**src/ucd_ram.sv**
```systemverilog
// Generic simple dual-port RAM with one write port and a registered read port.
`default_nettype none

module ucd_ram #(
    parameter int WIDTH = 8,
    parameter int DEPTH = 256,
    localparam int AW = $clog2(DEPTH)
) (
    input  wire logic             clk,
    input  wire logic             we,
    input  wire logic [AW-1:0]    waddr,
    input  wire logic [WIDTH-1:0] wdata,
    input  wire logic [AW-1:0]    raddr,
    output logic      [WIDTH-1:0] rdata
);

    logic [WIDTH-1:0] mem [DEPTH];

    // Write first port, read second port; a same-address read returns old data.
    always_ff @(posedge clk)
    begin
        if (we)
        begin
            mem[waddr] <= wdata;
        end
        rdata <= mem[raddr];
    end

endmodule

`default_nettype wire

```
**config.mk**
```make
export PLATFORM = sky130hd
export DESIGN_NAME = ucd_ram
export DESIGN_NICKNAME = d
export VERILOG_FILES = /design/src/ucd_ram.sv
export SDC_FILE = /design/constraint.sdc
export NUM_CORES = 2
export LEC_CHECK = 0
export ABC_AREA = 1
export BUFFER_PORTS_ARGS = -buffer_cell sky130_fd_sc_hd__buf_2
export CAP_MARGIN = 15
export CORE_ASPECT_RATIO = 1.75
export CORE_MARGIN = 2
export CORE_UTILIZATION = 35
export DETAILED_ROUTE_END_ITERATION = 12
export HOLD_SLACK_MARGIN = 0.06
export PLACE_DENSITY = 0.59
export SLEW_MARGIN = 40
export SYNTH_ARGS = -nofsm -noshare
export SYNTH_HDL_FRONTEND = slang
export SYNTH_SLANG_ARGS = --single-unit
export TNS_END_PERCENT = 100
```
**constraint.sdc**
```tcl
create_clock -name clk -period 2.89 [get_ports clk]
set_clock_uncertainty 0.2 [all_clocks]
set_input_delay 0.289 -clock clk [delete_from_list [all_inputs] [get_ports clk]]
set_output_delay 0.289 -clock clk [all_outputs]
set_load 0.05 [all_outputs]
```
======== Yosys cells after proc, flatten, opt, wreduce, memory -nomap -nowiden ========
Memory sizes are Yosys's and may differ from the RTL's. A register that Yosys moved wholly into a read port is not among the register bits.
Cells that the tools add are included.
cells by class
  multiplexer cells ....................... 2
operator list
  kind    count
  $mux 1  2
word-level totals
  memories ................................ 1
  bits of input ports ..................... 26
  flip-flop bits (word level) ............. 0
  word-level logic and storage cells ...... 3
  RAM bits ................................ 2,048
  output and inout bits ................... 8
memory list
  memory  depth  bits a word  read ports  clocked after memory_dff  wr ports  line  text
  mem     256    8            1           1                         1         17    logic [WIDTH-1:0] mem [DEPTH];

======== Longest topological paths before layout ========
  depth after elaboration ................. 2
  gate-level depth with buffers ........... 15
  gate-level depth less buffers ........... 11

======== Worst setup path after synthesis ========
Ideal clock, no wire load.
  path type ............................... input-to-reg
  from .................................... in we
  to ...................................... mem mem[162][0] (enable)
  setup time .............................. 370 ps
  data required time ...................... 2,320 ps
  path slack .............................. 910 ps
  arrival ................................. 1,410 ps
  cell stages on the path ................. 4
  path buffers ............................ 2
  path through ............................ clkbuf_1 nand3_1 clkbuf_1 nor2_1
on the way
  cells in the longest elaborated chain, start to end .. 2
ends and longest elaborated chain
  item                          line  text
  from (decl)                   10    input wire logic we,
  $mux 1                        22    if (we)
  $mux 1 (implied by the code)  24    mem[waddr] <= wdata;
  to (decl)                     17
Every way passes these cells.

==> impl_metrics.env <==
export IMPL_status="complete, no violations"
export IMPL_fin_crit_sh_pct=94.25
export IMPL_ctsHoldBuffers=13
export IMPL_crit_family="simple AND/OR/NAND/NOR gates"
export IMPL_dieHeight_um=649.7
export IMPL_cap_violations=0
export IMPL_area_growth_pct=15.34
export IMPL_coreArea_um2=237500
export IMPL_clock_latency_ns=0.84
export IMPL_criticalPathCategory="reg -> reg"
export IMPL_path_common_cell="nand3_1"
export IMPL_setup_viol=0
export IMPL_wl_um=248000
export IMPL_die_w_um=373.0
export IMPL_final_common_cell="nand2_1"
export IMPL_grt_overflow=0
export IMPL_period_minus_slack_ns=2.724
export IMPL_dp_hpwl_um=157800
export IMPL_synthesis_nets=7029
export IMPL_gp_congestion=0.9333
export IMPL_tightestPinTransition_ns=0.8476
export IMPL_synth_xor_area_share_pct=0
export IMPL_path_buf_inv=2
export IMPL_start_util_pct=35.11
export IMPL_drv_slew=0
export IMPL_die_area_um2=242400
export IMPL_synthMuxAreaShare_pct=0
export IMPL_grt_pass1_vias=54180
export IMPL_cts_setup_buffers=0
export IMPL_vias=55310
export IMPL_ys_types=14
export IMPL_synth_compound_area_share_pct=0
export IMPL_hold_class="in -> reg"
export IMPL_drive_gt1_share_pct=11.10
export IMPL_worst_setup_path_end_kind="register"
export IMPL_syn_area_um2=83400
export IMPL_cts_root_buf="clkbuf_16"
export IMPL_relSlewSlack_pct=43.43
export IMPL_clock_sinks=2056
export IMPL_first_pass_iters=7
export IMPL_clock_fmax_mhz=367.1
export IMPL_hold_viol=0
export IMPL_worstPathRequired_ns=3.42
export IMPL_grt_pass1_wl_um=361200
export IMPL_synth_avg_cell_area_um2=11.91
export IMPL_vias_per_cell=5.262
export IMPL_wl_per_cell_um=23.59
export IMPL_max_stage_delay_ns=0.54
export IMPL_cp_arrival_ns=3.26
export IMPL_cts_tree="done"
export IMPL_route_detailed_drc=0
export IMPL_grt_max_degree=98
export IMPL_clk_transition_reported_paths_ns=0.07
export IMPL_clockBufferDepth=4
export IMPL_cellPowerDensity_nw_per_um2=634.6
export IMPL_drtAntennaViolNets=0
export IMPL_synthAdderAreaFrac_pct=0
export IMPL_p_leak_nw=33.70
export IMPL_post_cts_resized=0
export IMPL_cp_slowest_cell="dlygate4sd3_1"
export IMPL_cts_buffers=175
export IMPL_io_pins=34
export IMPL_path_max_fanout=1
export IMPL_fin_nets=7298
export IMPL_crit_path_start_kind="register"
export IMPL_synth_seq_cells=2056
export IMPL_first_iter_violations=5461
export IMPL_cp_cell_sequence="nand2_1, nand3_1, nand3_1, nand3_1, nand3_1, buf_4, nand3_1, nand3_1, nand2_1, nand2_1, nand2_1, dlygate4sd3_1"
export IMPL_yosysSeqAreaShare_pct=73.94
export IMPL_postLayoutCellArea_um2=96190
export IMPL_rsz0062_at_grt="false"
export IMPL_grt_usage_pct=19.96
export IMPL_synth_simple_area_share_pct=22.95
export IMPL_peakVddDrop_mv=0.4683
export IMPL_place_area_um2=90400
export IMPL_timing_setup_tns_ns=0
export IMPL_synth_warnings=0
export IMPL_synth_top_family_by_area="simple AND/OR/NAND/NOR gates"
export IMPL_synthCells=7003
export IMPL_mostFrequentLayoutCells="2123 x nand2_1, 2048 x edfxtp_1, 2019 x nand3_1, 428 x buf_4, 283 x nor2_1"
export IMPL_row_count=237
export IMPL_htree_levels=4
export IMPL_antenna_found_initial=5
export IMPL_portBuffers=33
[synthesized netlist by cell type]
cell      instances  share of area [%]
edfxtp_1       2048                 74
clkbuf_1        112               0.50
buf_8             1              0.018
buf_1            40               0.18
nor2_1          283                1.3
buf_2           268                1.6
dfxtp_1           8               0.19
buf_6            16               0.22
inv_1            36               0.16
inv_2             2             0.0090
inv_4             1             0.0075
nand3_1        2019                 12
nand2_1        2123                9.6
buf_4            46               0.41
[tightest hold or removal path, cell delays in order]
cell and delay [ns]:
buf_2 0.15, nand2_1 0.09, inv_1 0.07, nand3_1 0.07
buf_4 0.21, nor2_1 0.13
[state kept, by name, indices dropped and copies added (netlist names)]
| name | cells |
|---|---|
| mem | 2048 |
| rdata | 8 |
[per-layer routing]
| metal | global-route usage, % | up-vias | part of all wire (%) |
|---|---|---|---|
| met4 | 12.52 | 4 | 7.0 |
| met1 | 22.55 | 27360 | 36 |
| li1 | - | 25330 | - |
| met5 | 0 | - | 0.0073 |
| met3 | 2.098 | 586 | 5.2 |
| met2 | 35.94 | 2036 | 52 |
[through the flow]
stage | utilization, % | setup WS [ns] | power [mW] | std cells | hold WS, ns
2_1_floorplan | - | 0.9095 | 35.60 | 7003 | 0.1879
3_3_place_gp | 38.05 | -0.1089 | 37.71 | 10190 | 0.4977
3_5_place_dp | 38.06 | -0.07531 | 37.75 | 10190 | 0.4991
4_1_cts | 40.50 | 0.1901 | 61.32 | 10510 | 0.1001
5_1_grt | 40.50 | 0.1036 | 62.59 | 10510 | 0.1889
6_report | 40.50 | 0.1663 | 61.04 | 10510 | 0.1635
[layout make-up]
class | instances | area, um2
Sequential cell | 2056 | 61660
Clock inverter | 100 | 1003
Inverter | 39 | 180.2
Tap cell | 3107 | 3887
Fill cell | 21900 | 141300
Timing Repair Buffer | 575 | 5663
Clock buffer | 208 | 4658
Multi-Input combinational cell | 4425 | 19140
Antenna cell | 1 | 2.502
[report_power, final]
group | switching, mW | total, mW | leakage [nW] | internal, mW
Combinational | 3.09 | 4.24 | 12.5 | 1.15
Sequential | 0.0498 | 32.9 | 18.5 | 32.8
Clock | 10.7 | 23.9 | 2.76 | 13.2
[kinds of logic after synthesis]
family	after synthesis
buf+inv	522
flops	2056
simple gates	4425
[worst paths after layout]
kind	start	endpoint	slack, ns	cells past startpoint
max	mem[101][7]	rdata[7]	0.17	12
min	waddr[7]	mem[145][5]	0.16	6
max reg2reg	mem[101][7]	rdata[7]	0.17	12
min reg2reg	mem[6][3]	rdata[3]	0.81	10
No activity file was read; power rests on OpenSTA's default activity.
